<file path="config.mk">
export PLATFORM = sky130hd
export DESIGN_NAME = priority_round_robin_scheduler
export DESIGN_NICKNAME = d
export VERILOG_FILES = /design/src/sv/prs_pkg.sv /design/src/sv/priority_round_robin_scheduler.sv /design/src/sv/prs_task_tbl.sv /design/src/sv/prs_ready_q.sv /design/src/sv/prs_slot_alu.sv
export VERILOG_INCLUDE_DIRS = /design/src /design/src/sv
export SDC_FILE = /design/constraint.sdc
export NUM_CORES = 1
export LEC_CHECK = 0
export ABC_AREA = 1
export BUFFER_PORTS_ARGS = -buffer_cell sky130_fd_sc_hd__buf_2
export CORE_UTILIZATION = 50
export CTS_CLUSTER_DIAMETER = 60
export DETAILED_ROUTE_END_ITERATION = 7
export PLACE_DENSITY = 0.75
export RECOVER_POWER = 25
export SLEW_MARGIN = 40
export SYNTH_ARGS = -nofsm -noshare
export SYNTH_HDL_FRONTEND = slang
export SYNTH_HIERARCHICAL = 1
export SYNTH_SLANG_ARGS = --single-unit
</file>
<file path="constraint.sdc">
create_clock -name clk -period 7.33 [get_ports clk]
set_input_delay 0.3665 -clock clk [delete_from_list [all_inputs] [get_ports clk]]
set_output_delay 0.3665 -clock clk [all_outputs]
set_load 0.02 [all_outputs]
</file>
<file path="src/sv/priority_round_robin_scheduler_macros.svh">
// ----------------------------------------------------------------------------
// priority round-robin scheduler assertion macros
// shared concurrent assertion forms, clocked on clk and disabled in reset
// ----------------------------------------------------------------------------
`ifndef PRIORITY_ROUND_ROBIN_SCHEDULER_MACROS_SVH
`define PRIORITY_ROUND_ROBIN_SCHEDULER_MACROS_SVH

// same-cycle implication
`define PRS_ASSERT_IMP(lbl, ante, cons) \
  lbl: assert property (@(posedge clk) disable iff (!rst_n) (ante) |-> (cons)) \
    else $error("assertion failed");

// next-cycle implication
`define PRS_ASSERT_NXT(lbl, ante, cons) \
  lbl: assert property (@(posedge clk) disable iff (!rst_n) (ante) |=> (cons)) \
    else $error("assertion failed");

`endif

</file>
<file path="src/sv/prs_pkg.sv">
// ----------------------------------------------------------------------------
// prs_pkg
// types and constants of the priority round-robin scheduler
// ----------------------------------------------------------------------------
package prs_pkg;

  // command codes
  localparam logic [2:0] CMD_CREATE    = 3'd0;
  localparam logic [2:0] CMD_ACTIVATE  = 3'd1;
  localparam logic [2:0] CMD_TERMINATE = 3'd2;
  localparam logic [2:0] CMD_WAIT      = 3'd3;
  localparam logic [2:0] CMD_TICK      = 3'd4;
  localparam logic [2:0] CMD_START     = 3'd5;

  // task modes
  localparam logic [1:0] MODE_SUSP  = 2'd0;
  localparam logic [1:0] MODE_WAIT  = 2'd1;
  localparam logic [1:0] MODE_READY = 2'd2;
  localparam logic [1:0] MODE_RUN   = 2'd3;

  // status codes
  localparam logic [1:0] STAT_OK      = 2'd0;
  localparam logic [1:0] STAT_NOSLOT  = 2'd1;
  localparam logic [1:0] STAT_FULL    = 2'd2;

  localparam logic [7:0] IDLE_PRIO  = 8'd255;
  localparam logic [8:0] BEST_INIT  = 9'h1FF;

  typedef enum logic [3:0] {
    S_IDLE, S_DEC, S_RMW, S_TICK, S_RS1, S_RS2,
    S_SEL_RD, S_SEL_CUR, S_SEL_NXT, S_SEL_WB, S_DONE
  } state_t;

  // per-slot flags from the shared slot unit
  typedef struct packed {
    logic elig;
    logic lt_best;
    logic eq_best;
    logic tick_hit;
    logic wake;
  } alu_res_t;

endpackage

</file>
<file path="src/sv/priority_round_robin_scheduler.sv">
// Throughput: one command at a time; the table scans go one slot per cycle
//   through the single read port of the task table.
// Reset: synchronous active-low; idle task in slot 0, queue empty, not running.
// ----------------------------------------------------------------------------
// priority_round_robin_scheduler
// task scheduler with fixed priorities and round robin within a priority
// ----------------------------------------------------------------------------
`include "priority_round_robin_scheduler_macros.svh"

module priority_round_robin_scheduler #(
  parameter int MAX_TASKS  = 16,
  parameter int WAIT_WIDTH = 16
) (
  input  logic        clk,
  input  logic        rst_n,
  input  logic        in_tvalid,
  output logic        in_tready,
  // command[2:0], task_slot[6:3], task_priority[14:7], wait_ticks[30:15]
  input  logic [31:0] in_tdata,
  output logic        out_tvalid,
  input  logic        out_tready,
  // running_task[3:0], switch_request[4], ready_count[9:5], status[11:10]
  output logic [15:0] out_tdata
);
  import prs_pkg::*;

  localparam int IW = (MAX_TASKS > 1) ? $clog2(MAX_TASKS) : 1;

  state_t state_r, state_nxt;

  logic [2:0]            cmd_r, cmd_nxt;
  logic [3:0]            slot_r, slot_nxt;
  logic [7:0]            prio_r, prio_nxt;
  logic [15:0]           ticks_r, ticks_nxt;
  logic                  running_r, running_nxt;
  logic [IW-1:0]         cur_r, cur_nxt;
  logic                  sw_r, sw_nxt;
  logic [1:0]            status_r, status_nxt;
  logic                  woke_r, woke_nxt;
  logic                  sel_after_r, sel_after_nxt;
  logic [IW:0]           scan_r, scan_nxt;
  logic [8:0]            best_r, best_nxt;
  logic [IW-1:0]         nxt_r, nxt_nxt;
  logic [IW-1:0]         cs_addr_r, cs_addr_nxt;
  logic [7:0]            cs_prio_r, cs_prio_nxt;
  logic [1:0]            cs_mode_r, cs_mode_nxt;
  logic                  cs_present_r, cs_present_nxt;
  logic                  cs_wen_r, cs_wen_nxt;
  logic [WAIT_WIDTH-1:0] cs_cnt_r, cs_cnt_nxt;
  logic                  out_v_r, out_v_nxt;
  logic [15:0]           out_d_r, out_d_nxt;

  logic                  in_acc;
  logic                  slot_ok;
  logic [IW+3:0]         slot_ext;
  logic [IW-1:0]         slot_a;
  logic [WAIT_WIDTH+15:0] ticks_ext;
  logic [IW+3:0]         cur_ext;
  logic [IW+5:0]         fill_ext;
  logic                  proc, last, out_free, requeue;
  logic [IW:0]           scan_m1;
  logic [IW-1:0]         p_addr, scan_addr;

  logic [IW-1:0]         t_rd_addr, t_wr_addr;
  logic [7:0]            t_rd_prio, t_wr_prio;
  logic [1:0]            t_rd_mode, t_wr_mode;
  logic                  t_rd_present, t_wr_present, t_rd_wen, t_wr_wen, t_wr_en;
  logic [WAIT_WIDTH-1:0] t_rd_cnt, t_wr_cnt, cnt_dec;
  logic                  q_clear, q_push, q_pop;
  logic [IW-1:0]         q_push_data, q_head;
  logic [IW:0]           q_fill;
  alu_res_t              alu;

  prs_task_tbl #(.MAX_TASKS(MAX_TASKS), .WAIT_WIDTH(WAIT_WIDTH), .IW(IW)) u_tbl (
    .clk(clk), .rst_n(rst_n),
    .rd_addr(t_rd_addr), .rd_prio(t_rd_prio), .rd_mode(t_rd_mode),
    .rd_present(t_rd_present), .rd_wen(t_rd_wen), .rd_cnt(t_rd_cnt),
    .wr_en(t_wr_en), .wr_addr(t_wr_addr), .wr_prio(t_wr_prio), .wr_mode(t_wr_mode),
    .wr_present(t_wr_present), .wr_wen(t_wr_wen), .wr_cnt(t_wr_cnt)
  );

  prs_ready_q #(.MAX_TASKS(MAX_TASKS), .IW(IW)) u_q (
    .clk(clk), .rst_n(rst_n), .clear(q_clear), .push(q_push),
    .push_data(q_push_data), .pop(q_pop), .fill(q_fill), .head_data(q_head)
  );

  prs_slot_alu #(.WAIT_WIDTH(WAIT_WIDTH)) u_alu (
    .prio(t_rd_prio), .mode(t_rd_mode), .present(t_rd_present), .wen(t_rd_wen),
    .cnt(t_rd_cnt), .best(best_r), .res(alu), .cnt_dec(cnt_dec)
  );

  // handshake and helpers
  assign in_tready  = (state_r == S_IDLE);
  assign in_acc     = in_tvalid && in_tready;
  assign out_tvalid = out_v_r;
  assign out_tdata  = out_d_r;
  assign out_free   = !out_v_r || out_tready;

  assign slot_ext  = {{IW{1'b0}}, slot_r};
  assign slot_a    = slot_ext[IW-1:0];
  assign slot_ok   = (32'(slot_r) < 32'(MAX_TASKS));
  assign ticks_ext = {{WAIT_WIDTH{1'b0}}, ticks_r};
  assign cur_ext   = {4'b0, cur_r};

  // ready count widened to the five-bit field
  assign fill_ext  = {5'b0, q_fill};

  // table scan: read slot scan_r, process slot scan_r-1
  assign proc      = (scan_r != '0);
  assign last      = (scan_r == (IW+1)'(MAX_TASKS));
  assign scan_m1   = scan_r - 1'b1;
  assign p_addr    = scan_m1[IW-1:0];
  assign scan_addr = last ? '0 : scan_r[IW-1:0];
  assign requeue   = (cs_prio_r == t_rd_prio) &&
                     ((nxt_r == cs_addr_r) || (cs_mode_r != MODE_SUSP));

  // next state
  always_comb begin
    state_nxt = state_r;
    unique case (state_r)
      S_IDLE: if (in_acc) state_nxt = S_DEC;
      S_DEC: begin
        unique case (cmd_r)
          CMD_ACTIVATE, CMD_TERMINATE, CMD_WAIT: state_nxt = slot_ok ? S_RMW : S_DONE;
          CMD_TICK:  state_nxt = running_r ? S_TICK : S_DONE;
          CMD_START: state_nxt = S_RMW;
          default:   state_nxt = S_DONE;
        endcase
      end
      S_RMW: begin
        state_nxt = (cmd_r == CMD_START || t_rd_present) ? S_RS1 : S_DONE;
      end
      S_TICK: if (last) state_nxt = (woke_r || alu.wake) ? S_RS1 : S_SEL_RD;
      S_RS1:  if (last) state_nxt = S_RS2;
      S_RS2:  if (last) state_nxt = sel_after_r ? S_SEL_RD : S_DONE;
      S_SEL_RD:  state_nxt = S_SEL_CUR;
      S_SEL_CUR: state_nxt = (q_fill == '0) ? S_DONE : S_SEL_NXT;
      S_SEL_NXT: state_nxt = (requeue && nxt_r != cs_addr_r) ? S_SEL_WB : S_DONE;
      S_SEL_WB:  state_nxt = S_DONE;
      S_DONE:    if (out_free) state_nxt = S_IDLE;
      default:   state_nxt = S_IDLE;
    endcase
  end

  // datapath and memory control
  always_comb begin
    cmd_nxt        = cmd_r;
    slot_nxt       = slot_r;
    prio_nxt       = prio_r;
    ticks_nxt      = ticks_r;
    running_nxt    = running_r;
    cur_nxt        = cur_r;
    sw_nxt         = sw_r;
    status_nxt     = status_r;
    woke_nxt       = woke_r;
    sel_after_nxt  = sel_after_r;
    best_nxt       = best_r;
    nxt_nxt        = nxt_r;
    cs_addr_nxt    = cs_addr_r;
    cs_prio_nxt    = cs_prio_r;
    cs_mode_nxt    = cs_mode_r;
    cs_present_nxt = cs_present_r;
    cs_wen_nxt     = cs_wen_r;
    cs_cnt_nxt     = cs_cnt_r;
    out_d_nxt      = out_d_r;
    out_v_nxt      = out_tready ? 1'b0 : out_v_r;
    scan_nxt       = '0;
    t_rd_addr      = '0;
    t_wr_en        = 1'b0;
    t_wr_addr      = '0;
    t_wr_prio      = t_rd_prio;
    t_wr_mode      = t_rd_mode;
    t_wr_present   = t_rd_present;
    t_wr_wen       = t_rd_wen;
    t_wr_cnt       = t_rd_cnt;
    q_clear        = 1'b0;
    q_push         = 1'b0;
    q_push_data    = '0;
    q_pop          = 1'b0;

    unique case (state_r)
      // capture the item
      S_IDLE: begin
        if (in_acc) begin
          cmd_nxt    = in_tdata[2:0];
          slot_nxt   = in_tdata[6:3];
          prio_nxt   = in_tdata[14:7];
          ticks_nxt  = in_tdata[30:15];
          sw_nxt     = 1'b0;
          status_nxt = STAT_OK;
          woke_nxt   = 1'b0;
        end
      end
      // decode; create writes the entry at once
      S_DEC: begin
        unique case (cmd_r)
          CMD_CREATE: begin
            if (!slot_ok || slot_r == 4'd0) begin
              status_nxt = STAT_FULL;
            end else begin
              t_wr_en      = 1'b1;
              t_wr_addr    = slot_a;
              t_wr_prio    = prio_r;
              t_wr_mode    = MODE_SUSP;
              t_wr_present = 1'b1;
              t_wr_wen     = 1'b0;
              t_wr_cnt     = '0;
            end
          end
          CMD_ACTIVATE, CMD_TERMINATE, CMD_WAIT: begin
            if (!slot_ok) status_nxt = STAT_NOSLOT;
            t_rd_addr = slot_ok ? slot_a : '0;
          end
          CMD_START: begin
            running_nxt = 1'b1;
            cur_nxt     = '0;
          end
          default: ;
        endcase
      end
      // read-modify-write of the addressed slot
      S_RMW: begin
        if (cmd_r == CMD_START) begin
          t_wr_en       = 1'b1;
          t_wr_mode     = MODE_WAIT;
          sel_after_nxt = 1'b0;
        end else if (!t_rd_present) begin
          status_nxt = STAT_NOSLOT;
        end else begin
          t_wr_en   = 1'b1;
          t_wr_addr = slot_a;
          if (cmd_r == CMD_ACTIVATE) begin
            t_wr_mode = MODE_WAIT;
          end else begin
            t_wr_mode = MODE_SUSP;
          end
          if (cmd_r == CMD_WAIT) begin
            t_wr_wen = 1'b1;
            t_wr_cnt = ticks_ext[WAIT_WIDTH-1:0];
          end
          sel_after_nxt = running_r && (cur_r != '0);
        end
      end
      // wait countdown pass
      S_TICK: begin
        t_rd_addr = scan_addr;
        scan_nxt  = last ? '0 : scan_r + 1'b1;
        if (proc && alu.tick_hit) begin
          t_wr_en   = 1'b1;
          t_wr_addr = p_addr;
          t_wr_cnt  = cnt_dec;
          if (alu.wake) begin
            t_wr_wen  = 1'b0;
            t_wr_mode = MODE_WAIT;
            woke_nxt  = 1'b1;
          end
        end
        sel_after_nxt = 1'b1;
      end
      // find the best priority among eligible tasks
      S_RS1: begin
        t_rd_addr = scan_addr;
        scan_nxt  = last ? '0 : scan_r + 1'b1;
        if (!proc) begin
          best_nxt = BEST_INIT;
          q_clear  = 1'b1;
        end else if (alu.elig && alu.lt_best) begin
          best_nxt = {1'b0, t_rd_prio};
        end
      end
      // enqueue every eligible task at the best priority
      S_RS2: begin
        t_rd_addr = scan_addr;
        scan_nxt  = last ? '0 : scan_r + 1'b1;
        if (proc && alu.elig && alu.eq_best) begin
          q_push      = 1'b1;
          q_push_data = p_addr;
          t_wr_en     = 1'b1;
          t_wr_addr   = p_addr;
          t_wr_mode   = MODE_READY;
        end
      end
      S_SEL_RD: begin
        t_rd_addr = cur_r;
      end
      // current task known; keep it running or pop the next one
      S_SEL_CUR: begin
        cs_addr_nxt    = cur_r;
        cs_prio_nxt    = t_rd_prio;
        cs_mode_nxt    = t_rd_mode;
        cs_present_nxt = t_rd_present;
        cs_wen_nxt     = t_rd_wen;
        cs_cnt_nxt     = t_rd_cnt;
        if (q_fill == '0) begin
          if (t_rd_mode != MODE_SUSP) begin
            t_wr_en     = 1'b1;
            t_wr_addr   = cur_r;
            t_wr_mode   = MODE_RUN;
            q_push      = 1'b1;
            q_push_data = cur_r;
            sw_nxt      = 1'b1;
          end
        end else begin
          nxt_nxt   = q_head;
          q_pop     = 1'b1;
          t_rd_addr = q_head;
        end
      end
      // next task runs; an equal-priority current task goes back in line
      S_SEL_NXT: begin
        t_wr_en   = 1'b1;
        t_wr_addr = nxt_r;
        t_wr_mode = (requeue && nxt_r == cs_addr_r) ? MODE_READY : MODE_RUN;
        if (requeue) begin
          q_push      = 1'b1;
          q_push_data = cs_addr_r;
        end
        cur_nxt = nxt_r;
        sw_nxt  = 1'b1;
      end
      S_SEL_WB: begin
        t_wr_en      = 1'b1;
        t_wr_addr    = cs_addr_r;
        t_wr_prio    = cs_prio_r;
        t_wr_mode    = MODE_READY;
        t_wr_present = cs_present_r;
        t_wr_wen     = cs_wen_r;
        t_wr_cnt     = cs_cnt_r;
      end
      // load the result register
      S_DONE: begin
        if (out_free) begin
          out_v_nxt = 1'b1;
          out_d_nxt = {4'b0, status_r, fill_ext[4:0], sw_r, cur_ext[3:0]};
        end
      end
      default: ;
    endcase
  end

  // control registers
  always_ff @(posedge clk) begin
    if (!rst_n) begin
      state_r   <= S_IDLE;
      running_r <= 1'b0;
      cur_r     <= '0;
      out_v_r   <= 1'b0;
      woke_r    <= 1'b0;
      scan_r    <= '0;
    end else begin
      state_r   <= state_nxt;
      running_r <= running_nxt;
      cur_r     <= cur_nxt;
      out_v_r   <= out_v_nxt;
      woke_r    <= woke_nxt;
      scan_r    <= scan_nxt;
    end
  end

  // payload registers
  always_ff @(posedge clk) begin
    cmd_r        <= cmd_nxt;
    slot_r       <= slot_nxt;
    prio_r       <= prio_nxt;
    ticks_r      <= ticks_nxt;
    sw_r         <= sw_nxt;
    status_r     <= status_nxt;
    sel_after_r  <= sel_after_nxt;
    best_r       <= best_nxt;
    nxt_r        <= nxt_nxt;
    cs_addr_r    <= cs_addr_nxt;
    cs_prio_r    <= cs_prio_nxt;
    cs_mode_r    <= cs_mode_nxt;
    cs_present_r <= cs_present_nxt;
    cs_wen_r     <= cs_wen_nxt;
    cs_cnt_r     <= cs_cnt_nxt;
    out_d_r      <= out_d_nxt;
  end

  // checks
  `PRS_ASSERT_IMP(a_fill_bound, 1'b1, q_fill <= (IW+1)'(MAX_TASKS))
  `PRS_ASSERT_IMP(a_cur_range, 1'b1, 32'(cur_r) < 32'(MAX_TASKS))
  `PRS_ASSERT_NXT(a_accept_dec, in_tvalid && in_tready, state_r == S_DEC && !in_tready)

endmodule

</file>
<file path="src/sv/prs_task_tbl.sv">
// ----------------------------------------------------------------------------
// prs_task_tbl
// task table memory, one write and one registered read port, with per-entry
// valid bits so unwritten entries read as their reset value
// ----------------------------------------------------------------------------
module prs_task_tbl #(
  parameter int MAX_TASKS  = 16,
  parameter int WAIT_WIDTH = 16,
  parameter int IW         = 4
) (
  input  logic                  clk,
  input  logic                  rst_n,
  input  logic [IW-1:0]         rd_addr,
  output logic [7:0]            rd_prio,
  output logic [1:0]            rd_mode,
  output logic                  rd_present,
  output logic                  rd_wen,
  output logic [WAIT_WIDTH-1:0] rd_cnt,
  input  logic                  wr_en,
  input  logic [IW-1:0]         wr_addr,
  input  logic [7:0]            wr_prio,
  input  logic [1:0]            wr_mode,
  input  logic                  wr_present,
  input  logic                  wr_wen,
  input  logic [WAIT_WIDTH-1:0] wr_cnt
);
  import prs_pkg::*;

  localparam int DW = WAIT_WIDTH + 12;

  logic [DW-1:0]        mem [MAX_TASKS];
  logic [MAX_TASKS-1:0] vld_r;
  logic [DW-1:0]        word_r;
  logic                 hit_r;
  logic                 zero_r;

  // entry storage and registered read
  always_ff @(posedge clk) begin
    if (wr_en) begin
      mem[wr_addr] <= {wr_cnt, wr_wen, wr_present, wr_mode, wr_prio};
    end
    word_r <= mem[rd_addr];
    hit_r  <= vld_r[rd_addr];
    zero_r <= (rd_addr == '0);
  end

  // valid bits
  always_ff @(posedge clk) begin
    if (!rst_n) begin
      vld_r <= '0;
    end else if (wr_en) begin
      vld_r[wr_addr] <= 1'b1;
    end
  end

  // unwritten entries: idle task in slot 0, empty elsewhere
  always_comb begin
    if (hit_r) begin
      rd_prio    = word_r[7:0];
      rd_mode    = word_r[9:8];
      rd_present = word_r[10];
      rd_wen     = word_r[11];
      rd_cnt     = word_r[DW-1:12];
    end else begin
      rd_prio    = zero_r ? IDLE_PRIO : 8'd0;
      rd_mode    = MODE_SUSP;
      rd_present = zero_r;
      rd_wen     = 1'b0;
      rd_cnt     = '0;
    end
  end

endmodule

</file>
<file path="src/sv/prs_ready_q.sv">
// ----------------------------------------------------------------------------
// prs_ready_q
// ready queue: circular memory with head and fill, head entry read registered
// ----------------------------------------------------------------------------
module prs_ready_q #(
  parameter int MAX_TASKS = 16,
  parameter int IW        = 4
) (
  input  logic          clk,
  input  logic          rst_n,
  input  logic          clear,
  input  logic          push,
  input  logic [IW-1:0] push_data,
  input  logic          pop,
  output logic [IW:0]   fill,
  output logic [IW-1:0] head_data
);
  import prs_pkg::*;

  logic [IW-1:0] mem [MAX_TASKS];
  logic [IW-1:0] head_r, head_nxt;
  logic [IW:0]   fill_r, fill_nxt;
  logic [IW:0]   wsum;
  logic [IW-1:0] waddr;
  logic          do_push;

  // tail address, wrapped once
  assign wsum    = {1'b0, head_r} + fill_r;
  assign waddr   = (wsum >= (IW+1)'(MAX_TASKS)) ?
                   IW'(wsum - (IW+1)'(MAX_TASKS)) : wsum[IW-1:0];
  assign do_push = push && !clear && (fill_r < (IW+1)'(MAX_TASKS));

  always_ff @(posedge clk) begin
    if (do_push) begin
      mem[waddr] <= push_data;
    end
    head_data <= mem[head_r];
  end

  // pointer update
  always_comb begin
    head_nxt = head_r;
    fill_nxt = fill_r;
    priority if (clear) begin
      head_nxt = '0;
      fill_nxt = '0;
    end else if (do_push) begin
      fill_nxt = fill_r + 1'b1;
    end else if (pop && fill_r != '0) begin
      head_nxt = (head_r == IW'(MAX_TASKS - 1)) ? '0 : head_r + 1'b1;
      fill_nxt = fill_r - 1'b1;
    end
  end

  always_ff @(posedge clk) begin
    if (!rst_n) begin
      head_r <= '0;
      fill_r <= '0;
    end else begin
      head_r <= head_nxt;
      fill_r <= fill_nxt;
    end
  end

  assign fill = fill_r;

endmodule

</file>
<file path="src/sv/prs_slot_alu.sv">
// ----------------------------------------------------------------------------
// prs_slot_alu
// shared per-slot unit: eligibility, priority compare and wait countdown
// ----------------------------------------------------------------------------
module prs_slot_alu #(
  parameter int WAIT_WIDTH = 16
) (
  input  logic [7:0]            prio,
  input  logic [1:0]            mode,
  input  logic                  present,
  input  logic                  wen,
  input  logic [WAIT_WIDTH-1:0] cnt,
  input  logic [8:0]            best,
  output prs_pkg::alu_res_t     res,
  output logic [WAIT_WIDTH-1:0] cnt_dec
);
  import prs_pkg::*;

  // countdown wraps within the counter width
  assign cnt_dec      = cnt - 1'b1;
  assign res.elig     = present && (mode != MODE_SUSP);
  assign res.lt_best  = ({1'b0, prio} < best);
  assign res.eq_best  = ({1'b0, prio} == best);
  assign res.tick_hit = present && (mode == MODE_SUSP) && wen;
  assign res.wake     = res.tick_hit && (cnt_dec == WAIT_WIDTH'(1));

endmodule

</file>
# ---- After elaboration in Yosys (flattened, before gate mapping)
# Memories as Yosys holds them, arrays and structs flattened. A register that Yosys moved wholly into a read port is not among the register bits.
# Index checks and enable logic that the tools add are counted.
dict set report classes {
  reduce_logical 58
  n_lt_le_gt_ge 6
  n_mux 116
  bitwise_logic 5
  eq_ne 38
  n_addsub 8
}
# operator count
set op_table {}
lappend op_table {{2-to-1 mux 16 bit} 7}
lappend op_table {{2-to-1 mux 4 bit} 23}
lappend op_table {{case mux 16 bit (4 select lines)} 1}
lappend op_table {{case mux 4 bit (11 select lines)} 1}
lappend op_table {{2-to-1 mux 1 bit} 42}
lappend op_table {{2-to-1 mux 2 bit} 18}
lappend op_table {{2-to-1 mux 8 bit} 4}
lappend op_table {{case mux 4 bit (7 select lines)} 1}
lappend op_table {{!= test 2 bit (second input constant)} 12}
lappend op_table {{logical AND 1 bit} 17}
lappend op_table {{equality test 16 x 1 -> 1 bit (second input constant)} 1}
lappend op_table {{equality test 4 x 3 -> 1 bit (second input constant)} 4}
lappend op_table {{equality test 4 bit (second input constant)} 4}
lappend op_table {{OR 16 bit} 1}
lappend op_table {{case mux 4 bit (2 select lines)} 2}
lappend op_table {{case mux 4 bit (4 select lines)} 1}
lappend op_table {{case mux 8 bit (2 select lines)} 1}
lappend op_table {{AND reduction 2 bit} 8}
lappend op_table {{subtractor 16 x 1 -> 16 bit (second input constant)} 1}
lappend op_table {{case mux 2 bit (7 select lines)} 1}
lappend op_table {{logical NOT 4 bit} 3}
lappend op_table {{case mux 4 bit (3 select lines)} 1}
lappend op_table {{nonzero test 2 bit} 6}
lappend op_table {{adder 5 x 1 -> 5 bit (second input constant)} 2}
lappend op_table {{other kinds (45)} 69}
dict set report totals {
  memories 2
  inputBits 36
  reg_bits 135
  output_inout_bits 18
  ram_bits 512
}
# memory words width read_ports rd_ports_with_merged_regs wr line_no
set mem_list {}
lappend mem_list {u_tbl.mem 16 28 1 1 1 prs_task_tbl.sv:31} ;# logic [DW-1:0] mem [MAX_TASKS];
lappend mem_list {u_q.mem 16 4 1 1 1 prs_ready_q.sv:20} ;# logic [IW-1:0] mem [MAX_TASKS];

# ---- Longest topological paths before layout
# Gate-level depths: netlist (run 1).
dict set report logic_depth {
  ltp_word 12
  depth_mapped 22
  mapped_depth_nobuf 21
}

# ---- By module
# Netlist (run 1), hierarchy kept.
# module n_inst area_per_inst_um2 cells_per_inst seq_area_each_um2
set modules_own_cells {}
lappend modules_own_cells {prs_task_tbl 1 21127.8 2143 14373.8}
lappend modules_own_cells {priority_round_robin_scheduler 1 5352.6 550 3083.0}
lappend modules_own_cells {prs_ready_q 1 3500.9 337 2182.1}
lappend modules_own_cells {prs_slot_alu 1 753.2 146 0.0}

# ---- Worst setup path after synthesis (run 1)
# No wires, ideal clock.
dict set report synth_timing {
  kind {flip-flop to flip-flop}
  from {register u_tbl.hit_r}
  to {memory u_tbl/mem[10][0] in the netlist's numbering (enable)}
  setup_ps 414
  path_slack_ps 3195
  arrival_time_ps 3721
  path_stages_with_launch 16
  period_less_slack_ps 4135
  path_buffers 1
  t_required_ps 6916
  path_cell_list {dfxtp_1 -> clkbuf_1 -> inv_1 -> nand2_1 -> nand2_1 -> ha_1 -> nand2_1 -> nor4_1 -> nand4_2 -> nor2_1 -> a21oi_1 -> nand3_1 -> inv_1 -> nor3_1 -> inv_1 -> nor2_1}
}
# item line_no
set synth_rtl {}
lappend synth_rtl {{start, declared} prs_task_tbl.sv:34} ;# logic hit_r;
lappend synth_rtl {{start signal, assigned} prs_task_tbl.sv:43} ;# hit_r <= vld_r[rd_addr];
lappend synth_rtl {{end, declared} prs_task_tbl.sv:31}

==> impl_metrics.env, run 1 <==
export IMPL_outcome="finished with violations"
export IMPL_die_h_um=250
export IMPL_p_leak_nw=14.8
export IMPL_dp_hpwl_um=42100
export IMPL_synth_top_family_by_area="simple AND/OR/NAND/NOR gates"
export IMPL_antenna_cells=0
export IMPL_portBuffers=48
export IMPL_relSlewSlack=-0.242
export IMPL_ant_nets=0
export IMPL_setup_tns_ns=0
export IMPL_slew_violations=68
export IMPL_period_needed_ns=5.64
export IMPL_fmax_mhz=177
export IMPL_synth_flop_cell="edfxtp_1"
export IMPL_grt_start_max_net_pins=140
export IMPL_wl_per_cell_um=17.7
export IMPL_grt_pass1_wl_um=112000
export IMPL_synth_top_cell_area_share=0.590
export IMPL_totalWireLength_um=72300
export IMPL_switching_share=0.311
export IMPL_path_max_fanout=28
export IMPL_syn_area_um2=30700
export IMPL_num_vias=21565
export IMPL_hold_viol_final=0
export IMPL_holdPathEnd="out_tvalid"
export IMPL_maxCapViolCount=2
export IMPL_p_seq_frac=0.449
export IMPL_fin_skew_ns=0.0303
export IMPL_worstMarginPinSlew_ns=1.86
export IMPL_ff2ff_path_depth=16
export IMPL_internal_power_mw=7.68
export IMPL_startpoint_type="register"
export IMPL_netlist_instances=3176
export IMPL_gp_congestion=0.900
export IMPL_dieWidth_um=250
export IMPL_setup_violations=0
export IMPL_hp_start="out_tready"
export IMPL_drive_above_1_share=0.0785
export IMPL_holdWs_ns=0.0492
export IMPL_crit_type="register to register"
export IMPL_clk_insertion_delay_late_ns=0.62
export IMPL_switchingPower_mw=3.47
export IMPL_numCtsBuffers=67
export IMPL_holdPathStages=4
export IMPL_yosys_warnings=6
export IMPL_power_per_cell_area_nw_per_um2=325
export IMPL_min_path_type="input port to register"
export IMPL_track_usage=0.233
export IMPL_cts_path_max_buffers=3
export IMPL_clk_pin_slew_ns=0.06
export IMPL_end_kind="register"
export IMPL_async_flop_share=0
export IMPL_finalCritPeriodShare=0.770
export IMPL_utilization=0.566
export IMPL_synth_edf_count=604
export IMPL_synth_largest_area_cell="edfxtp_1"
export IMPL_rsz0062_at_grt="false"
export IMPL_cts_root_buf="clkbuf_16"
export IMPL_fin_nets=3304
export IMPL_area_growth_synth_to_final_pct=11.6
export IMPL_comb_power_share=0.231
export IMPL_synth_xor_area_frac=0.00423
export IMPL_drtPass1Iterations=8
export IMPL_seq_area_frac_synth=0.639
export IMPL_drtIter0Drc=2159
export IMPL_synth_seq_cells=679
export IMPL_grt_antenna_before_repair=0
export IMPL_synth_common_cells="1030 x nand2_1, 604 x edfxtp_1, 580 x inv_1"
export IMPL_synthAdderAreaFrac=0.00944
export IMPL_io_pins=54
export IMPL_htree_levels=3
export IMPL_pwr_share_clk=0.320
export IMPL_core_um2=60600
export IMPL_synth_compound_area_frac=0.0245
export IMPL_cts_resized=0
export IMPL_drc_errors=0
export IMPL_via_per_inst=5.28
export IMPL_die_area_um2=62500
export IMPL_worst_endpoint_required_ns=7.59
export IMPL_overflow=0
export IMPL_r2r_slack_ns=1.69
export IMPL_yosysMostFrequentCell="nand2_1"
export IMPL_r2r_start="u_tbl/hit_r"
export IMPL_row_count=90
export IMPL_synth_area_mux_share=0
export IMPL_arrival_ns=5.90
export IMPL_synth_distinct_cells=52
export IMPL_ys_top_cells_by_area="edfxtp_1 59%, nand2_1 13%, inv_1 7.1%"
export IMPL_dpl_worst_slack_ns=2.71
export IMPL_grt_pass1_vias=20781
export IMPL_avgSynthCellArea_um2=9.68
export IMPL_power_mw=11.2
export IMPL_setup_slack_ns=1.69
export IMPL_clock_sinks=679
export IMPL_peakVddDrop_uv=224
export IMPL_synthSimpleGateAreaFrac=0.225
export IMPL_violations="max-capacitance violations, max-slew violations"
export IMPL_start_util=0.507
export IMPL_tritoncts="yes"
export IMPL_r2r_end="u_tbl/mem[13][1]"
==> routing by layer <==
metal	vias to the layer above	wire length [um]	global-route usage
met3	184	6420	0.0480
li1	10290	-	-
met1	10128	29600	0.310
met2	963	33600	0.377
met4	0	2660	0.0885
met5	-	0	0
==> metrics by stage <==
stage | std cells | area (um^2)
floorplan | 3179 | 30700
global placement | 3920 | 31600
detailed placement | 3927 | 31800
CTS | 4081 | 34400
global route | 4082 | 34300
finish | 4082 | 34300
==> state kept, by name (all words and copies together) (netlist names), 2 cells and up <==
name / count
best_r: 9
cmd_r: 3
cs_addr_r: 4
cs_cnt_r: 16
cs_mode_r: 2
cs_prio_r: 8
cur_r: 4
nxt_r: 4
out_tdata: 12
prio_r: 8
scan_r: 5
slot_a: 4
state_r: 4
status_r: 2
ticks_r: 16
u_q/fill: 5
u_q/head_data: 4
u_q/head_r: 4
u_q/mem: 64
u_tbl/mem: 448
u_tbl/vld_r: 16
u_tbl/word_r: 28
==> critical path, cell delays in order (launching register included) <==
cell and delay [ns]:
dfxtp_1 0.32, clkbuf_1 1.34, nand2_1 0.12, nand2_1 0.21, inv_1 0.07, ha_1 0.28
nand3_1 0.07, nor4_1 0.60, nand4_2 0.31, nor2_1 0.18, a21oi_1 0.07, nand4_1 0.17
inv_1 0.09, nor3_1 0.39, nand2_1 0.18, clkinv_1 0.43, buf_4 0.42
==> kinds of logic (layout without fill, tap and decap cells) <==
| kind of cell | after synthesis | after routing |
|---|---|---|
| AND/OR/NAND/NOR | 1617 | 1617 |
| AO/OA/AOI/OAI | 126 | 126 |
| adder cells (fa/ha/maj) | 22 | 22 |
| buffers and inverters | 717 | 838 |
| flip-flops | 679 | 679 |
| other | 1 | 4 |
| XOR/XNOR | 14 | 14 |
==> power groups by stage <==
stage          Sequential (mW)  Clock [mW]  Combinational (mW)
2_1_floorplan             5.02           0                1.82
3_3_place_gp              5.08           0                2.44
3_5_place_dp              5.08           0                2.59
4_1_cts                   5.00        3.60                2.63
5_1_grt                   5.03        3.76                2.85
6_report                  5.01        3.57                2.58
==> cells in the final DEF, fill, tap and decap left out, types with 7 or more instances in the layout <==
master	n
a21oi_1	52
buf_2	29
buf_4	19
bufinv_16	7
clkbuf_1	38
clkbuf_16	70
clkbuf_8	13
clkinv_1	10
clkinv_2	8
dfxtp_1	75
dlygate4sd3_1	31
edfxtp_1	604
ha_1	20
inv_1	573
inv_2	10
inv_4	8
nand2_1	1031
nand2_2	17
nand3_1	340
nand4_1	25
nand4_2	11
nor2_1	139
nor2_4	17
nor3_1	9
o21ai_0	32
o221ai_1	8
xor2_1	9
==> cell type report <==
cell class | instances | area [um^2]
clock buffer | 97 | 1980
clock inverter | 26 | 339
fill | 4995 | 26300
inverter | 600 | 2280
multi-input combinational | 1783 | 8190
sequential | 679 | 19600
tap | 782 | 978
timing repair buffer | 115 | 901
==> how the worst max path moves through the flow <==
stage | slack [ns] | endpoint | start | cells after the start
3_5_place_dp | 2.71 | u_tbl/word_r[23] | state_r[2] | 18
2_1_floorplan | 3.19 | u_tbl/mem[10][0] | u_tbl/hit_r | 15
3_3_place_gp | 2.76 | u_tbl/word_r[23] | state_r[2] | 18
6_report | 1.69 | u_tbl/mem[13][1] | u_tbl/hit_r | 16
5_1_grt | 1.48 | u_tbl/mem[13][1] | u_tbl/hit_r | 16
4_1_cts | 2.71 | u_tbl/word_r[23] | state_r[2] | 18
==> repair_timing <==
action	CTS	global route
hold buffers	31	0
buffers inserted	0	0
hold endpoints to repair	31	0
No activity file was read; power rests on OpenSTA's default activity.
==> run 2: changes to the inputs <==
==> constraint.sdc (replaced) <==
create_clock -name clk -period 5.8 [get_ports clk]
set_input_delay 0.29 -clock clk [delete_from_list [all_inputs] [get_ports clk]]
set_output_delay 0.29 -clock clk [all_outputs]
set_load 0.02 [all_outputs]
==> run 2 against run 1 <==
The flow still finishes with violations (max-capacitance violations, max-slew violations). Core utilization fell by 0.089 points. Cell area fell by 0.16%. Clock skew fell by 0.0097 ns. Combinational power rose by 26%. Worst hold slack improved by 0.056 ns. Setup slack got worse by 0.38 ns. Flip-flop and latch count did not move.
==> impl_metrics.env, run 2 (synthesized netlist as in run 1, its figures left out) <==
export IMPL_antenna_cells=0
export IMPL_maxCapViolCount=1
export IMPL_portBuffers=48
export IMPL_post_cts_setup_buffers=0
export IMPL_overflow=0
export IMPL_drtIter0Drc=2019
export IMPL_fill_cells=4941
export IMPL_dpl_worst_slack_ns=1.47
export IMPL_met3WireLength_um=5070
export IMPL_fin_skew_ns=0.0206
export IMPL_io_pins=54
export IMPL_power_per_cell_area_nw_per_um2=408
export IMPL_start_util=0.507
export IMPL_htree_levels=3
export IMPL_grt_pass1_wl_um=109000
export IMPL_clk_pin_slew_ns=0.06
export IMPL_area_growth_synth_to_final_pct=11.5
export IMPL_holdPathEnd="u_q/head_r[2]"
export IMPL_r2r_start="u_tbl/hit_r"
export IMPL_drive_above_1_share=0.0753
export IMPL_holdPathStages=3
export IMPL_wl_per_cell_um=17.3
export IMPL_die_area_um2=62500
export IMPL_register_area_um2=19600
export IMPL_die_h_um=250
export IMPL_clock_sinks=679
export IMPL_cts_path_max_buffers=3
export IMPL_period_needed_ns=4.49
export IMPL_fmax_mhz=223
export IMPL_ant_nets=0
export IMPL_multi_input_area_um2=8160
export IMPL_setup_slack_ns=1.31
export IMPL_clk_insertion_delay_late_ns=0.60
export IMPL_core_um2=60600
export IMPL_postCtsHoldBufs=32
export IMPL_top_register="u_tbl/mem"
export IMPL_r2r_slack_ns=1.31
export IMPL_gp_congestion=0.936
export IMPL_violations="max-capacitance violations, max-slew violations"
export IMPL_end_kind="register"
export IMPL_hp_start="rst_n"
export IMPL_rsz0062_at_grt="false"
export IMPL_final_common_cell="nand2_1"
export IMPL_row_count=90
export IMPL_top_regs="u_tbl/mem (448), u_q/mem (64), u_tbl/word_r (28)"
export IMPL_hold_viol_final=0
export IMPL_outcome="finished with violations"
export IMPL_grt_start_max_net_pins=170
export IMPL_numCtsBuffers=68
export IMPL_track_usage=0.225
export IMPL_num_vias=21206
export IMPL_slew_violations=39
export IMPL_crit_type="register to register"
export IMPL_ff2ff_path_depth=15
export IMPL_setup_tns_ns=0
export IMPL_top_layer="met4"
export IMPL_drtPass1Iterations=6
export IMPL_cts_root_buf="clkbuf_16"
export IMPL_via_per_inst=5.19
export IMPL_grt_antenna_before_repair=0
export IMPL_worstMarginPinSlew_ns=1.72
export IMPL_startpoint_type="register"
export IMPL_dieWidth_um=250
export IMPL_worst_endpoint_required_ns=6.05
export IMPL_drc_errors=0
export IMPL_path_max_fanout=16
export IMPL_r2r_end="u_tbl/mem[14][9]"
export IMPL_finalCritPeriodShare=0.775
export IMPL_peakVddDrop_uv=285
export IMPL_totalWireLength_um=70800
export IMPL_arrival_ns=4.74
export IMPL_relSlewSlack=-0.150
export IMPL_min_path_type="input port to register"
export IMPL_power_mw=14.0
export IMPL_layout_common_cells="1034 x nand2_1, 604 x edfxtp_1, 575 x inv_1"
export IMPL_setup_violations=0
export IMPL_dp_hpwl_um=41900
export IMPL_wl_met1_um=30000
export IMPL_grt_pass1_vias=20221
export IMPL_p_leak_nw=14.8
export IMPL_fin_nets=3311
export IMPL_cts_resized=0
export IMPL_largest_reg_flops=448
export IMPL_wl_met2_um=33600
export IMPL_tritoncts="yes"
==> run 2: changes by cell type in the layout (fill, tap and decap cells not counted), sizes merged, moves of 3 or more <==
cell      change
inv           -5
buf           +3
bufinv        -3
clkbuf        +3
clkinv        +3
clkinvlp      +3
==> run 2: report_power, final <==
group          leakage, nW  internal (mW)  switching, mW
Clock                 1.09           2.59           1.78
Combinational         7.70          0.844           2.42
Sequential            6.03           6.16          0.165
==> run 2: metrics by stage <==
stage	area (um^2)	cells	util	hold WS, ns
detailed placement	31900	3933	0.526	0.419
CTS	34400	4087	0.568	0.0718
floorplan	30700	3179	-	0.389
finish	34300	4087	0.565	0.105
global placement	31600	3923	0.521	0.413
global route	34300	4087	0.565	0.0990
==> run 2: how the worst max path moves through the flow <==
stage,start,slack (ns),cells after the start,to
floorplan,u_tbl/hit_r,1.66,15,u_tbl/mem[10][0]
global placement,u_tbl/hit_r,1.30,14,u_tbl/mem[12][12]
detailed placement,u_tbl/hit_r,1.47,15,u_tbl/mem[15][25]
CTS,u_tbl/hit_r,1.40,15,u_tbl/mem[7][4]
global route,u_tbl/hit_r,1.10,15,u_tbl/mem[14][25]
finish,u_tbl/hit_r,1.31,15,u_tbl/mem[14][9]
==> run 2: area by class of cell <==
cell class,instances,share of cell area
Clock buffer,98,0.0587
Clock inverter,24,0.00657
Inverter,600,0.0665
Multi-Input combinational cell,1783,0.238
Sequential cell,679,0.573
Tap cell,782,0.0286
Timing Repair Buffer,121,0.0282
==> run 2: worst max-delay path, cell delays in order, from the launching register on <==
cell and delay, ns:
dfxtp_1 0.35, inv_1 0.06, nand2_1 0.33, nand2_1 0.23, ha_1 0.34, nand2_1 0.07, nor4_1 0.69, nand4_2 0.29
nor2_1 0.17, a21oi_1 0.07, nand3_1 0.17, inv_1 0.08, nor3_1 0.32, nand2_1 0.13, clkinv_1 0.40, buf_4 0.44
==> run 2: metal layers <==
layer / GRT usage / up-vias
met5: 0 / -
met4: 0.0794 / 0
met3: 0.0355 / 128
met2: 0.371 / 819
met1: 0.303 / 9959
li1: - / 10300
